## config.mk

```make
export PLATFORM = sky130hd
export DESIGN_NAME = wbb_mac
export DESIGN_NICKNAME = d
export VERILOG_FILES = /design/src/rtl/wbb_pkg.sv /design/src/rtl/wbb_mac.sv
export SDC_FILE = /design/constraint.sdc
export NUM_CORES = 1
export LEC_CHECK = 0
export ABC_AREA = 1
export BUFFER_PORTS_ARGS = -buffer_cell sky130_fd_sc_hd__buf_4
export CORE_MARGIN = 2
export CORE_UTILIZATION = 55
export DETAILED_ROUTE_END_ITERATION = 12
export HOLD_SLACK_MARGIN = 0.03
export PLACE_DENSITY = 0.77
export SLEW_MARGIN = 20
export SYNTH_ARGS = -nofsm -noshare
export SYNTH_HDL_FRONTEND = slang
export SYNTH_SLANG_ARGS = --single-unit
```

## constraint.sdc

```tcl
create_clock -name i_clk -period 6.8 [get_ports i_clk]
set_input_delay 0 -clock i_clk [delete_from_list [all_inputs] [get_ports i_clk]]
set_output_delay 0 -clock i_clk [all_outputs]
set_load 0.01 [all_outputs]
```

## src/rtl/wbb_pkg.sv

```systemverilog
// wbb_pkg: shared types, constants and helper functions for the weighted box blur
// no dependencies; used by wbb_seq, wbb_front, wbb_mac, wbb_chk and the top level
`default_nettype none

package wbb_pkg;

    // default sizing of the top level
    localparam int DEF_MAX_WIDTH    = 1024;
    localparam int DEF_MAX_CHANNELS = 4;
    localparam int DEF_MAX_KERNEL   = 7;

    // largest window the datapath is built for; the line word is padded to this
    localparam int KMAX       = 7;
    localparam int LINE_MAX_W = 8 * (KMAX - 1);

    // register map of the configuration port
    localparam logic [1:0] CFG_KERNEL   = 2'd0;
    localparam logic [1:0] CFG_WIDTH    = 2'd1;
    localparam logic [1:0] CFG_CHANNELS = 2'd2;
    localparam int         CFG_DATA_W   = 11;

    localparam logic [1:0]  RST_KERNEL   = 2'd0;
    localparam logic [10:0] RST_WIDTH    = 11'd1024;
    localparam logic [2:0]  RST_CHANNELS = 3'd3;

    // window size codes
    localparam logic [1:0] K3 = 2'd0;
    localparam logic [1:0] K5 = 2'd1;
    localparam logic [1:0] K7 = 2'd2;

    localparam int SUM_W = 14;  // 49 bytes
    localparam int ACC_W = 20;

    typedef struct packed {
        logic [7:0] sample;
        logic       frame_start;
    } t_in_item;

    typedef struct packed {
        logic [7:0]  blurred;
        logic [11:0] out_row;
        logic [9:0]  out_col;
        logic [1:0]  out_channel;
    } t_out_item;

    // per item control travelling down the pipe
    typedef struct packed {
        logic [11:0] out_row;
        logic [9:0]  out_col;
        logic [1:0]  out_channel;
        logic        produce;
        logic [1:0]  kc;
    } t_tag;

    // summary of one column vector: partial sums and the possible centre bytes
    typedef struct packed {
        logic [9:0]  s3;
        logic [10:0] s5;
        logic [10:0] s7;
        logic [7:0]  c1;
        logic [7:0]  c2;
        logic [7:0]  c3;
    } t_colsum;

    function automatic logic [3:0] k_size(input logic [1:0] kc);
        case (kc)
            K3:      k_size = 4'd3;
            K5:      k_size = 4'd5;
            default: k_size = 4'd7;
        endcase
    endfunction

    function automatic logic [10:0] col_pick(input t_colsum c, input logic [1:0] kc);
        case (kc)
            K3:      col_pick = 11'(c.s3);
            K5:      col_pick = c.s5;
            default: col_pick = c.s7;
        endcase
    endfunction

    function automatic logic [7:0] centre_pick(input t_colsum c, input logic [1:0] kc);
        case (kc)
            K3:      centre_pick = c.c1;
            K5:      centre_pick = c.c2;
            default: centre_pick = c.c3;
        endcase
    endfunction

    function automatic logic [4:0] w_sum(input logic [1:0] kc);
        case (kc)
            K3:      w_sum = 5'd28;
            K5:      w_sum = 5'd10;
            default: w_sum = 5'd5;
        endcase
    endfunction

    function automatic logic [3:0] w_centre(input logic [1:0] kc);
        case (kc)
            K3:      w_centre = 4'd3;
            K5:      w_centre = 4'd5;
            default: w_centre = 4'd10;
        endcase
    endfunction

endpackage

`default_nettype wire

```

## src/rtl/wbb_mac.sv

```systemverilog
// wbb_mac: final window sum, weighting and the output register
// depends on wbb_pkg
`default_nettype none

module wbb_mac (
    input  wire logic                        i_clk,
    input  wire logic                        i_rst_n,
    input  wire logic                        i_load,
    input  wire logic [wbb_pkg::SUM_W-1:0]   i_part,
    input  wire logic [10:0]                 i_cur,
    input  wire logic [7:0]                  i_centre,
    input  wbb_pkg::t_tag                    i_tag,
    input  wire logic                        i_out_ready,
    output logic                             o_s2_free,
    output logic                             o_out_valid,
    output wbb_pkg::t_out_item               o_out
);
    logic                      r2_v, r_ov;
    logic [wbb_pkg::SUM_W-1:0] r2_part;
    logic [10:0]               r2_cur;
    logic [7:0]                r2_centre;
    wbb_pkg::t_tag             r2_tag;
    wbb_pkg::t_out_item        r_out;
    logic [wbb_pkg::SUM_W-1:0] sum;
    logic [wbb_pkg::ACC_W-1:0] acc;
    logic                      out_free, s2_go;

    assign out_free  = !r_ov || i_out_ready;
    assign s2_go     = r2_v && out_free;
    assign o_s2_free = !r2_v || out_free;

    always_comb begin
        sum = r2_part + wbb_pkg::SUM_W'(r2_cur);
        acc = wbb_pkg::ACC_W'(sum) * wbb_pkg::ACC_W'(wbb_pkg::w_sum(r2_tag.kc))
            + wbb_pkg::ACC_W'(r2_centre) * wbb_pkg::ACC_W'(wbb_pkg::w_centre(r2_tag.kc));
    end

    always_ff @(posedge i_clk) begin
        if (!i_rst_n) begin
            r2_v <= 1'b0;
            r_ov <= 1'b0;
        end else begin
            if (i_load) begin
                r2_v <= 1'b1;
            end else if (s2_go) begin
                r2_v <= 1'b0;
            end
            if (s2_go) begin
                r_ov <= 1'b1;
            end else if (i_out_ready) begin
                r_ov <= 1'b0;
            end
        end
    end

    always_ff @(posedge i_clk) begin
        if (i_load) begin
            r2_part   <= i_part;
            r2_cur    <= i_cur;
            r2_centre <= i_centre;
            r2_tag    <= i_tag;
        end
        if (s2_go) begin
            r_out.blurred     <= acc[15:8];
            r_out.out_row     <= r2_tag.out_row;
            r_out.out_col     <= r2_tag.out_col;
            r_out.out_channel <= r2_tag.out_channel;
        end
    end

    assign o_out_valid = r_ov;
    assign o_out       = r_out;
endmodule

`default_nettype wire

```

# After elaboration in Yosys (flattened, before gate mapping)
# Index checks and enable logic that the tools add are counted.
# Widths: inputs -> output; s select.
# totals
reg_bits,93
input_bits,64
out_inout_bits,34
wordCells,32
# op_classes
n_addsub,2
multipliers,2
eq_ne,1
n_mux,6
n_reduce_logical,8
# op_table
cell,n
$add 16x12->16,1
$mul 14x5->16,1
$add 14x11->14,1
$mul 8x4->12,1
$pmux 5 s2,1
$pmux 4 s2,1
$mux 1,4
$reduce_bool 2->1,2
$eq 2x1->1 const B,1
$logic_not 1->1,2
$logic_not 2->1,1
$logic_or 1x1->1,2
$logic_and 1x1->1,1

# Longest topological paths before layout
# Gate-level depths: netlist (run 1).
# depth
depth_word,5
ltp_mapped,29
mapped_depth_nobuf,29

# Worst setup path before layout (run 1)
# No wires, ideal clock.
# synth_path
path_kind,flip-flop to flip-flop
from,register r2_part[0] (netlist bit)
to,"register r_out, in the netlist o_out[30] (data pin)"
setup_time_ns,0.258
arrival_time_ns,4.990
t_required_ns,6.542
setup_slack_ns,1.552
stages_incl_launch_ff,24
period_less_slack_ns,5.248
path_cell_list,edfxtp_1 -> ha_1 -> inv_1 -> fa_1 -> inv_1 -> nand2_2 -> a21oi_4 -> a41oi_2 -> o21bai_2 -> xnor2_1 -> nor2_1 -> fa_1 -> inv_1 -> fa_1 -> fa_1 -> fa_1 -> inv_1 -> ha_1 -> a21oi_1 -> o21a_1 -> nand3_1 -> a21o_1 -> a21oi_1 -> xnor2_1
# synth_between
elab_chain_len,3
# synth_rtl
element,line,source
"start, declared",wbb_mac.sv:19,logic [wbb_pkg::SUM_W-1:0] r2_part;
"start signal, assigned",wbb_mac.sv:58,r2_part <= i_part;
$add 14x11->14,wbb_mac.sv:33,sum = r2_part + wbb_pkg::SUM_W'(r2_cur);
$mul 14x5->16,wbb_mac.sv:34,acc = wbb_pkg::ACC_W'(sum) * wbb_pkg::ACC_W'(wbb_pkg::w_sum(r2_tag.kc))
$add 16x12->16,wbb_mac.sv:35,+ wbb_pkg::ACC_W'(r2_centre) * wbb_pkg::ACC_W'(wbb_pkg::w_centre(r2_tag.kc));
named net acc (one bit),wbb_mac.sv:25,logic [wbb_pkg::ACC_W-1:0] acc;
"end, declared",wbb_mac.sv:23,wbb_pkg::t_out_item r_out;
# The timed path passes the listed nets, and every way through them passes these cells.
# A chain may end at the register's enable or synchronous reset.

# Worst setup path in the final report (run 1)
# layout_path
from,register r2_part[0] (netlist bit)
to,"register r_out, in the netlist o_out[31] (data pin)"
# The elaborated chain is that of the path after synthesis.

==> impl_results.rst, run 1 <==
.. list-table::
   :header-rows: 1

   * - Metric
     - Value
   * - Most frequently used flop master after synthesis
     - edfxtp_1
   * - Wire length of the first global-routing pass
     - 22600 um
   * - Final worst path period share
     - 0.852
   * - Clock period minus final worst setup slack
     - 5.79 ns
   * - Die Y
     - 112 um
   * - Run status
     - complete, no violations
   * - Number of synthesized flops with an enable pin
     - 91
   * - Clock Path Buffers
     - 2
   * - Maxcap violations
     - 0
   * - Routability congestion estimate
     - 0.874
   * - Detailed placer's ending HPWL
     - 9440 um
   * - Endpoint arrival time on the critical path
     - 5.90 ns
   * - Pin count of the biggest net entering global routing
     - 61
   * - Syn_nets
     - 779
   * - Slew Limit Fails
     - 0
   * - Library cell used as clock root buffer
     - clkbuf_16
   * - Worst hold path class
     - input port to flip-flop
   * - Clock slew at reported path FFs
     - 0.07 ns
   * - Global route overflow
     - 0
   * - Detailed-route DRC error count
     - 0
   * - Slack of the worst reg-to-reg path
     - 1.01 ns
   * - Least setup slack across all paths after layout
     - 1.01 ns
   * - Layout Area Growth over Synthesis
     - 27.7%
   * - Seq/Total Area, Yosys
     - 0.429
   * - Die area
     - 12600 um2
   * - Final Hold Viols
     - 0
   * - Final routed wire length divided by cell count
     - 14.3 um
   * - Detailed-route via count
     - 4614
   * - ANT nets after route
     - 0
   * - Effective utilization at floorplan
     - 0.564
   * - Power density cells
     - 415 nW/um2
   * - Insertion delay to the later sink of the worst-skew pair
     - 0.35 ns
   * - PortBufs
     - 96
   * - Number of clock sinks
     - 93
   * - Count of synthesis-stage warnings from yosys
     - 0
   * - Static leakage
     - 3.97 nW
   * - Final-report setup violation count
     - 0
   * - Proportion of layout cells with a drive suffix above 1
     - 0.189
   * - Post-synthesis instance area
     - 6460 um2
   * - Total global-route track usage
     - 0.227
   * - Sum of negative setup slack
     - 0 ns
   * - Clock skew
     - 0.00796 ns
   * - Category of the most critical setup path
     - flip-flop to flip-flop
   * - Highest Clock Rate
     - 173 MHz
   * - Worst slew margin
     - 0.302
   * - Post-place setup slack
     - 1.10 ns
   * - Violation count after the first detailed-routing iteration
     - 259
   * - Final wirelength
     - 13200 um
   * - Via count of the first global-routing pass
     - 5084
   * - Total number of nets in the final design
     - 941
   * - Clock buffers created by TritonCTS
     - 9
   * - Number of antenna violations at the first check in global routing
     - 0
   * - DR pass1 iterations
     - 4
   * - I/O pins
     - 98
   * - Placed standard-cell area
     - 7340 um2
   * - Mapped Avg Cell Area
     - 10.6 um2
   * - Share of synthesized flip-flops with an asynchronous set or reset
     - 0
   * - Startpoint class of the critical path
     - flip-flop
   * - Cells after Synth
     - 607
   * - Share of Yosys cell area claimed by the top area cell type
     - 0.423
   * - Finished layout cell area
     - 8260 um2
   * - Unrepaired setup endpoints after global routing
     - no
   * - Core region area
     - 11500 um2
   * - Slew at the pin with the worst max-slew slack
     - 1.05 ns
   * - Seq cells post-synth
     - 93
   * - Number of library cell types mapped by synthesis
     - 37
   * - Pwr Total
     - 3.42 mW
   * - Number of setup buffers added after CTS
     - 0
   * - Via/cell ratio
     - 5.03
   * - Horiz. Die Dim
     - 112 um
   * - Top cell type by total area after synthesis
     - edfxtp_1
   * - Post-CTS sizing
     - 0
   * - VDD IR-drop max
     - 425 uV
   * - Number of placement rows
     - 39
   * - Largest fanout on the critical path
     - 4
   * - Largest cells by area after synthesis
     - edfxtp_1, fa_1, ha_1
   * - WP data required
     - 6.91 ns
   * - Endpoint type of the worst setup path
     - flip-flop
   * - H-tree Lvls
     - 3
   * - CTS tree
     - built
critical path: stages, from the launching register on:
cell      delay (ns)
edfxtp_1        0.33
ha_1            0.21
inv_1           0.07
fa_1            0.40
inv_1           0.09
nand2_2         0.07
a21oi_4         0.21
a41oi_2         0.17
xnor2_1         0.35
nand2_1         0.14
fa_1            0.56
inv_1           0.06
fa_1            0.46
fa_1            0.49
inv_1           0.05
fa_1            0.52
inv_1           0.04
ha_1            0.34
nand2_1         0.09
inv_1           0.04
nor2_1          0.08
o21ai_0         0.13
nand2_1         0.08
o211ai_1        0.07
a31oi_1         0.30
inv_1           0.07
nand3_1         0.09
nand2_1         0.05
metal layers:
metal  wire length [um]  vias to the layer above  GRT usage
met5                  0                        -          0
met3                513                       25     0.0448
met2               7430                      114      0.435
li1                   -                     2219          -
met1               4890                     2256      0.252
met4                314                        0     0.0732
metrics by stage:
stage                     hold slack [ns]   util  instances
after floorplan                    0.0989      -        607
after global placement              0.178  0.640        839
after detailed placement            0.179  0.640        839
after CTS                           0.257  0.720        917
after global routing                0.282  0.720        917
final                               0.246  0.720        918
cell usage in the layout, fill, tap and decap left out, types with 3 or more instances in the layout:
cell type      count
fa_1              64
nor2_2             3
nand2_2           12
buf_4             98
xor2_1             9
ha_1              44
xnor2_1            9
a21oi_1           18
clkbuf_16          9
nand3_2            5
inv_1            137
edfxtp_1          91
nand2_1          110
nor2_1            54
nand4_1            3
dlygate4sd3_1     62
nand3_1           14
logic make-up (layout without fill, tap and decap cells):
family,after synthesis,in the layout,synth area share
other,0,1,0
adder cells (fa/ha/maj),108,108,0.283
AO/OA/AOI/OAI,32,32,0.0331
buffers and inverters,146,313,0.0865
flip-flops,93,93,0.429
AND/OR/NAND/NOR,210,210,0.144
XOR/XNOR,18,18,0.0244
sequential cells by signal (all words and copies together), names as in the netlist:
signal and flops:
o_out 32, r2_tag 26, r2_part 14, r2_cur 11, r2_centre 8, o_out_valid 1
r2_v 1
power by group:
group          internal, mW  total, mW  switching, mW  leakage, nW
sequential            0.789      0.812         0.0229        0.894
combinational         0.915       2.12           1.21         2.93
clock                 0.256      0.488          0.232        0.144
final timing paths:
kind,start,endpoint,cells past startpoint
worst min-delay path,i_load,r2_tag[6],1
worst min register to register,r2_tag[10],o_out[7],0
worst max-delay path,r2_part[0],o_out[31],27
worst max register to register,r2_part[0],o_out[31],27
cell usage after synthesis (all sizes together) (2+ instances only):
| master | instances |
|---|---|
| inv | 137 |
| nand2 | 124 |
| edfxtp | 91 |
| fa | 64 |
| nor2 | 57 |
| ha | 44 |
| a21oi | 20 |
| nand3 | 19 |
| xnor2 | 9 |
| xor2 | 9 |
| clkbuf | 5 |
| nand4 | 5 |
| buf | 4 |
| or2 | 3 |
| a21o | 2 |
| dfxtp | 2 |
| o21ai | 2 |
| o21bai | 2 |
repair_timing:
item                                   4_1_cts  5_1_grt
endpoints found under the hold margin       61        0
hold buffers                                62        0
setup endpoints to repair                    0        0
area by class of cell:
type	instances	area, um2
fill	803	3210
multi-input combinational	368	3140
sequential	93	2770
timing repair buffer	160	1360
inverter	137	514
clock buffer	9	225
tap	143	179
clock inverter	7	62.6
antenna	1	2.50
No activity file was read; power rests on OpenSTA's default activity.
==> run 2, diff against run 1 <==
--- a/config.mk
+++ b/config.mk
@@ -16,3 +16,4 @@
 export SYNTH_ARGS = -nofsm -noshare
 export SYNTH_HDL_FRONTEND = slang
 export SYNTH_SLANG_ARGS = --single-unit
+export TNS_END_PERCENT = 20
==> constraint.sdc (replaced) <==
create_clock -name i_clk -period 6.5 [get_ports i_clk]
set_input_delay 0 -clock i_clk [delete_from_list [all_inputs] [get_ports i_clk]]
set_output_delay 0 -clock i_clk [all_outputs]
set_load 0.01 [all_outputs]
==> impl_results.rst, run 2 (same netlist as run 1, synthesis figures left out) <==
.. list-table::
   :header-rows: 1

   * - Metric
     - Value
   * - Largest fanout on the critical path
     - 4 (unchanged)
   * - Slew at the pin with the worst max-slew slack
     - 1.05 ns (about the same)
   * - Final worst path period share
     - 0.887 (was 0.852)
   * - ANT nets after route
     - 0 (unchanged)
   * - Detailed-route DRC error count
     - 0 (unchanged)
   * - Number of filler cells placed in the layout
     - 789 (was 803)
   * - Maxcap violations
     - 0 (unchanged)
   * - Sum of negative setup slack
     - 0 ns (unchanged)
   * - Endpoint arrival time on the critical path
     - 5.88 ns (was 5.90 ns)
   * - DR pass1 iterations
     - 4 (unchanged)
   * - Final wirelength
     - 12900 um (was 13200 um)
   * - Via/cell ratio
     - 4.98 (was 5.03)
   * - Number of antenna violations at the first check in global routing
     - 0 (unchanged)
   * - Commonest non-fill, non-tap cell in the layout
     - inv_1 (unchanged)
   * - Die area
     - 12600 um2 (unchanged)
   * - Switching Power
     - 1.51 mW (was 1.46 mW)
   * - Clock slew at reported path FFs
     - 0.07 ns (about the same)
   * - Clock buffers created by TritonCTS
     - 9 (unchanged)
   * - Footprint of the multi-input gates
     - 3140 um2 (unchanged)
   * - CTS tree
     - built (unchanged)
   * - Die Y
     - 112 um (unchanged)
   * - Insertion delay to the later sink of the worst-skew pair
     - 0.35 ns (about the same)
   * - Power density cells
     - 434 nW/um2 (was 415 nW/um2)
   * - Proportion of layout cells with a drive suffix above 1
     - 0.187 (was 0.189)
   * - I/O pins
     - 98 (unchanged)
   * - Startpoint class of the critical path
     - flip-flop (unchanged)
   * - Final routed wire length divided by cell count
     - 14.0 um (was 14.3 um)
   * - Clock period minus final worst setup slack
     - 5.76 ns (was 5.79 ns)
   * - Share of power burned in the clock network
     - 0.151 (was 0.143)
   * - Effective utilization at floorplan
     - 0.564 (unchanged)
   * - Worst slew margin
     - 0.302 (about the same)
   * - Cell depth of the worst min-delay path
     - 1 (unchanged)
   * - Slew Limit Fails
     - 0 (unchanged)
   * - Switching share of power
     - 0.420 (was 0.427)
   * - Clock skew
     - 0.00755 ns (was 0.00796 ns)
   * - Pin count of the biggest net entering global routing
     - 61 (unchanged)
   * - Detailed-route via count
     - 4563 (was 4614)
   * - Slack of the worst reg-to-reg path
     - 0.74 ns (was 1.01 ns)
   * - Horiz. Die Dim
     - 112 um (unchanged)
   * - Core region area
     - 11500 um2 (unchanged)
   * - Run status
     - complete, no violations (unchanged)
   * - Part of the power in registers
     - 0.237 (about the same)
   * - Highest Clock Rate
     - 173 MHz (about the same)
   * - Number of placement rows
     - 39 (unchanged)
   * - Final-report setup violation count
     - 0 (unchanged)
   * - Total global-route track usage
     - 0.224 (was 0.227)
   * - Design internal power
     - 2.08 mW (was 1.96 mW)
   * - Number of cells on the worst reg-to-reg path
     - 27 (unchanged)
   * - Clock Path Buffers
     - 2 (unchanged)
   * - Commonest non-fill, non-tap cells in the layout
     - inv_1, nand2_1, buf_4 (unchanged)
   * - Flip-flop count of the largest register after layout
     - 32 (unchanged)
   * - Static leakage
     - 3.97 nW (about the same)
   * - Layout Area Growth over Synthesis
     - 28.0% (was 27.7%)
   * - Area occupied by registers
     - 2770 um2 (unchanged)
   * - Library cell used as clock root buffer
     - clkbuf_16 (unchanged)
   * - Number of antenna cells inserted
     - 0 (was 1)
   * - Via count of the first global-routing pass
     - 5019 (was 5084)
   * - Violation count after the first detailed-routing iteration
     - 194 (was 259)
   * - VDD IR-drop max
     - 424 uV (was 425 uV)
   * - Hold Worst Slack
     - 0.249 ns (was 0.246 ns)
   * - Share of power burned in combinational logic
     - 0.612 (was 0.620)
   * - Total number of nets in the final design
     - 941 (unchanged)
   * - Routability congestion estimate
     - 0.861 (was 0.874)
   * - WP data required
     - 6.61 ns (was 6.91 ns)
   * - Worst hold path class
     - input port to flip-flop (unchanged)
   * - Least setup slack across all paths after layout
     - 0.736 ns (was 1.01 ns)
   * - Unrepaired setup endpoints after global routing
     - no (unchanged)
   * - PortBufs
     - 96 (unchanged)
   * - Endpoint type of the worst setup path
     - flip-flop (unchanged)
   * - Wire length of the first global-routing pass
     - 22500 um (was 22600 um)
   * - Detailed placer's ending HPWL
     - 9090 um (was 9440 um)
   * - Global route overflow
     - 0 (unchanged)
   * - Number of clock sinks
     - 93 (unchanged)
   * - H-tree Lvls
     - 3 (unchanged)
   * - Post-place setup slack
     - 0.826 ns (was 1.10 ns)
   * - Category of the most critical setup path
     - flip-flop to flip-flop (unchanged)
   * - Final Hold Viols
     - 0 (unchanged)
==> run 2: what timing repair did <==
action,4_1_cts,5_1_grt
endpoints found under the hold margin,61,0
resized for setup,0,0
setup buffers,0,0
hold buffers,62,0
==> run 2: layout make-up <==
cell class              count  share of cell area
repair buffers            160               0.164
multi-input cells         368               0.380
inverters                 137              0.0621
clock inverters             7              0.0104
flip-flops and latches     93               0.335
clock buffers               9              0.0272
well taps                 143              0.0216
==> run 2: routing by layer <==
layer  GRT usage  vias to the layer above  part of all wire
met4      0.0715                        0             0.019
met1       0.253                     2247              0.38
met2       0.432                       85              0.56
met3      0.0351                       19             0.035
li1            -                     2212                 -
met5           0                        -                 0
==> run 2: stage by stage <==
step,std cells,total power [mW],util,instance area (um2)
floorplan,607,2.55,-,6460
global placement,839,2.96,0.640,7340
detailed placement,839,3.03,0.640,7340
CTS,917,3.62,0.722,8280
global route,917,4.00,0.722,8280
finish,917,3.59,0.722,8280
==> run 2: power groups by stage <==
| stage | clock (mW) | combinational (mW) | sequential (mW) |
|---|---|---|---|
| 3_5_place_dp | 0 | 2.16 | 0.863 |
| 5_1_grt | 0.578 | 2.56 | 0.857 |
| 4_1_cts | 0.554 | 2.21 | 0.850 |
| 6_report | 0.544 | 2.20 | 0.850 |
| 3_3_place_gp | 0 | 2.10 | 0.860 |
| 2_1_floorplan | 0 | 1.68 | 0.876 |
==> run 2: path summary, 6_finish.rpt <==
check | from | end
worst max-delay path | r2_part[0] | o_out[31]
worst min-delay path | i_load | r2_tag[21]
worst max register to register | r2_part[0] | o_out[31]
worst min register to register | r2_tag[10] | o_out[7]
==> run 2: worst max-delay path: stages, from the launching register on <==
cell and delay [ns]:
edfxtp_1 0.34, ha_1 0.21, inv_1 0.07, fa_1 0.41, inv_1 0.10, nand2_2 0.07, a21oi_4 0.19, a41oi_2 0.16
xnor2_1 0.36, nand2_1 0.14, fa_1 0.55, inv_1 0.05, fa_1 0.46, fa_1 0.49, inv_1 0.05, fa_1 0.52
inv_1 0.04, ha_1 0.34, nand2_1 0.08, inv_1 0.04, nor2_1 0.06, o21ai_0 0.11, nand2_1 0.08, o211ai_1 0.08
a31oi_1 0.29, inv_1 0.07, nand3_1 0.08, nand2_1 0.05
==> run 3, diff against run 2 <==
--- a/config.mk
+++ b/config.mk
@@ -7,11 +7,14 @@
 export LEC_CHECK = 0
 export ABC_AREA = 1
 export BUFFER_PORTS_ARGS = -buffer_cell sky130_fd_sc_hd__buf_4
+export CELL_PAD_IN_SITES_DETAIL_PLACEMENT = 1
+export CELL_PAD_IN_SITES_GLOBAL_PLACEMENT = 1
 export CORE_MARGIN = 2
-export CORE_UTILIZATION = 55
+export CORE_UTILIZATION = 46
 export DETAILED_ROUTE_END_ITERATION = 12
 export HOLD_SLACK_MARGIN = 0.03
-export PLACE_DENSITY = 0.77
+export PLACE_DENSITY_LB_ADDON = 0.1
+export REMOVE_ABC_BUFFERS = 1
 export SLEW_MARGIN = 20
 export SYNTH_ARGS = -nofsm -noshare
 export SYNTH_HDL_FRONTEND = slang
==> impl_results.rst, run 3 (same netlist as run 1, synthesis figures left out) <==
.. list-table::
   :header-rows: 1

   * - Metric
     - Value
   * - Design internal power
     - 2.08 mW (about the same)
   * - PortBufs
     - 96 (unchanged)
   * - Run status
     - complete, no violations (unchanged)
   * - Worst slew margin
     - 0.281 (was 0.302)
   * - Static leakage
     - 3.97 nW (about the same)
   * - DR pass1 iterations
     - 4 (unchanged)
   * - Share of power burned in combinational logic
     - 0.618 (was 0.612)
   * - Effective utilization at floorplan
     - 0.467 (was 0.564)
   * - Wire length of the first global-routing pass
     - 24600 um (was 22500 um)
   * - Switching Power
     - 1.56 mW (was 1.51 mW)
   * - Die Y
     - 123 um (was 112 um)
   * - Via count of the first global-routing pass
     - 5162 (was 5019)
   * - Horiz. Die Dim
     - 123 um (was 112 um)
   * - Largest fanout on the critical path
     - 5 (was 4)
   * - Utilization after layout
     - 0.601 (was 0.722)
   * - Violation count after the first detailed-routing iteration
     - 138 (was 194)
   * - Total global-route track usage
     - 0.214 (was 0.224)
   * - Global route overflow
     - 0 (unchanged)
   * - H-tree Lvls
     - 3 (unchanged)
   * - Total length of routed met3 wires
     - 472 um (was 454 um)
   * - Final routed wire length divided by cell count
     - 15.2 um (was 14.0 um)
   * - Number of antenna cells inserted
     - 0 (unchanged)
   * - Clock slew at reported path FFs
     - 0.07 ns (about the same)
   * - Clock Path Buffers
     - 2 (unchanged)
   * - Insertion delay to the later sink of the worst-skew pair
     - 0.35 ns (about the same)
   * - I/O pins
     - 98 (unchanged)
   * - Final-report setup violation count
     - 0 (unchanged)
   * - Proportion of layout cells with a drive suffix above 1
     - 0.187 (unchanged)
   * - Via/cell ratio
     - 4.77 (was 4.98)
   * - Slowest cell on the critical path
     - fa_1 (unchanged)
   * - Clock skew
     - 0.00697 ns (was 0.00755 ns)
   * - Routed length on met1
     - 5860 um (was 4940 um)
   * - Detailed placer's ending HPWL
     - 10600 um (was 9090 um)
   * - Switching share of power
     - 0.428 (was 0.420)
   * - Worst hold path class
     - input port to flip-flop (unchanged)
   * - ANT nets after route
     - 0 (unchanged)
   * - Endpoint arrival time on the critical path
     - 5.92 ns (was 5.88 ns)
   * - Least setup slack across all paths after layout
     - 0.693 ns (was 0.736 ns)
   * - Layout Area Growth over Synthesis
     - 28.6% (was 28.0%)
   * - Final worst path period share
     - 0.893 (was 0.887)
   * - WP data required
     - 6.61 ns (about the same)
   * - Clock period minus final worst setup slack
     - 5.81 ns (was 5.76 ns)
   * - Detailed-route DRC error count
     - 0 (unchanged)
   * - Startpoint class of the critical path
     - flip-flop (unchanged)
   * - Library cell used as clock root buffer
     - clkbuf_16 (unchanged)
   * - Routability congestion estimate
     - 0.797 (was 0.861)
   * - VDD IR-drop max
     - 318 uV (was 424 uV)
   * - Number of antenna violations at the first check in global routing
     - 0 (unchanged)
   * - Top Metal Used
     - met4 (unchanged)
   * - Total number of nets in the final design
     - 941 (unchanged)
   * - Pwr Total
     - 3.65 mW (was 3.59 mW)
   * - Part of the power in registers
     - 0.234 (was 0.237)
   * - Detailed-route via count
     - 4550 (was 4563)
   * - Slew Limit Fails
     - 0 (unchanged)
   * - Clock buffers created by TritonCTS
     - 9 (unchanged)
   * - Die area
     - 15000 um2 (was 12600 um2)
   * - Maxcap violations
     - 0 (unchanged)
   * - Sum of negative setup slack
     - 0 ns (unchanged)
   * - Pin count of the biggest net entering global routing
     - 61 (unchanged)
   * - Commonest non-fill, non-tap cell in the layout
     - inv_1 (unchanged)
   * - Final Hold Viols
     - 0 (unchanged)
   * - Number of clock sinks
     - 93 (unchanged)
   * - Slack of the worst reg-to-reg path
     - 0.69 ns (was 0.74 ns)
   * - Routed wire length on met2
     - 7920 um (was 7220 um)
   * - Highest Clock Rate
     - 172 MHz (was 173 MHz)
   * - Flip-flop count of the largest register after layout
     - 32 (unchanged)
   * - Number of placement rows
     - 43 (was 39)
   * - Commonest non-fill, non-tap cells in the layout
     - inv_1, nand2_1, buf_4 (unchanged)
   * - Most Frequent Cell on Critical Path
     - inv_1 (unchanged)
   * - Unrepaired setup endpoints after global routing
     - no (unchanged)
   * - Endpoint type of the worst setup path
     - flip-flop (unchanged)
   * - Slew at the pin with the worst max-slew slack
     - 1.08 ns (was 1.05 ns)
   * - Post-place setup slack
     - 0.726 ns (was 0.826 ns)
   * - Final wirelength
     - 14500 um (was 12900 um)
   * - Power density cells
     - 439 nW/um2 (was 434 nW/um2)
   * - Biggest cell delay along the critical path
     - 0.52 ns (was 0.55 ns)
   * - Share of power burned in the clock network
     - 0.148 (was 0.151)
   * - CTS tree
     - built (unchanged)
   * - Category of the most critical setup path
     - flip-flop to flip-flop (unchanged)
   * - Post-CTS sizing
     - 0 (unchanged)
   * - Core region area
     - 13800 um2 (was 11500 um2)
   * - Hold Worst Slack
     - 0.270 ns (was 0.249 ns)
[run 3: critical path, delay by kind of cell (launching register included)]
kind / cells / cell delay (ns)
XOR/XNOR: 1 / 0.17
AO/OA/AOI/OAI: 6 / 0.98
AND/OR/NAND/NOR: 7 / 0.69
buffers and inverters: 7 / 0.43
adder cells (fa/ha/maj): 7 / 2.94
flip-flops: 1 / 0.34
[run 3: metal layers]
layer / up-vias / GRT usage
met5: - / 0
met4: 0 / 0.0517
met3: 11 / 0.0479
met2: 63 / 0.399
met1: 2261 / 0.249
li1: 2215 / -
[run 3: power groups by stage]
stage / sequential [mW] / clock [mW] / combinational, mW
global placement: 0.861 / 0 / 2.15
CTS: 0.852 / 0.553 / 2.31
finish: 0.853 / 0.538 / 2.25
detailed placement: 0.865 / 0 / 2.25
floorplan: 0.880 / 0 / 1.67
global route: 0.860 / 0.569 / 2.63
[run 3: area by class of cell]
cell class / instances / area, um2
clock buffer: 10 / 229
sequential: 93 / 2770
fill: 1493 / 5520
tap: 180 / 225
inverter: 137 / 514
multi-input combinational: 368 / 3140
clock inverter: 6 / 68.8
timing repair buffer: 160 / 1360
[run 3: repair_timing]
action | in CTS | in global routing
hold endpoints to repair | 61 | 0
hold buffers | 62 | 0
setup buffers | 0 | 0
[run 3: worst paths after layout]
path	end	startpoint	depth (start not counted)
worst max-delay path	o_out[31]	r2_part[0]	28
worst min-delay path	r2_tag[7]	i_load	1
worst max register to register	o_out[31]	r2_part[0]	28
worst min register to register	o_out[14]	r2_tag[17]	0
[run 3: per-stage QoR]
step           instances  cell area, um2
2_1_floorplan        598            6420
3_3_place_gp         876            7390
3_5_place_dp         876            7390
4_1_cts              954            8310
5_1_grt              954            8310
6_report             954            8310
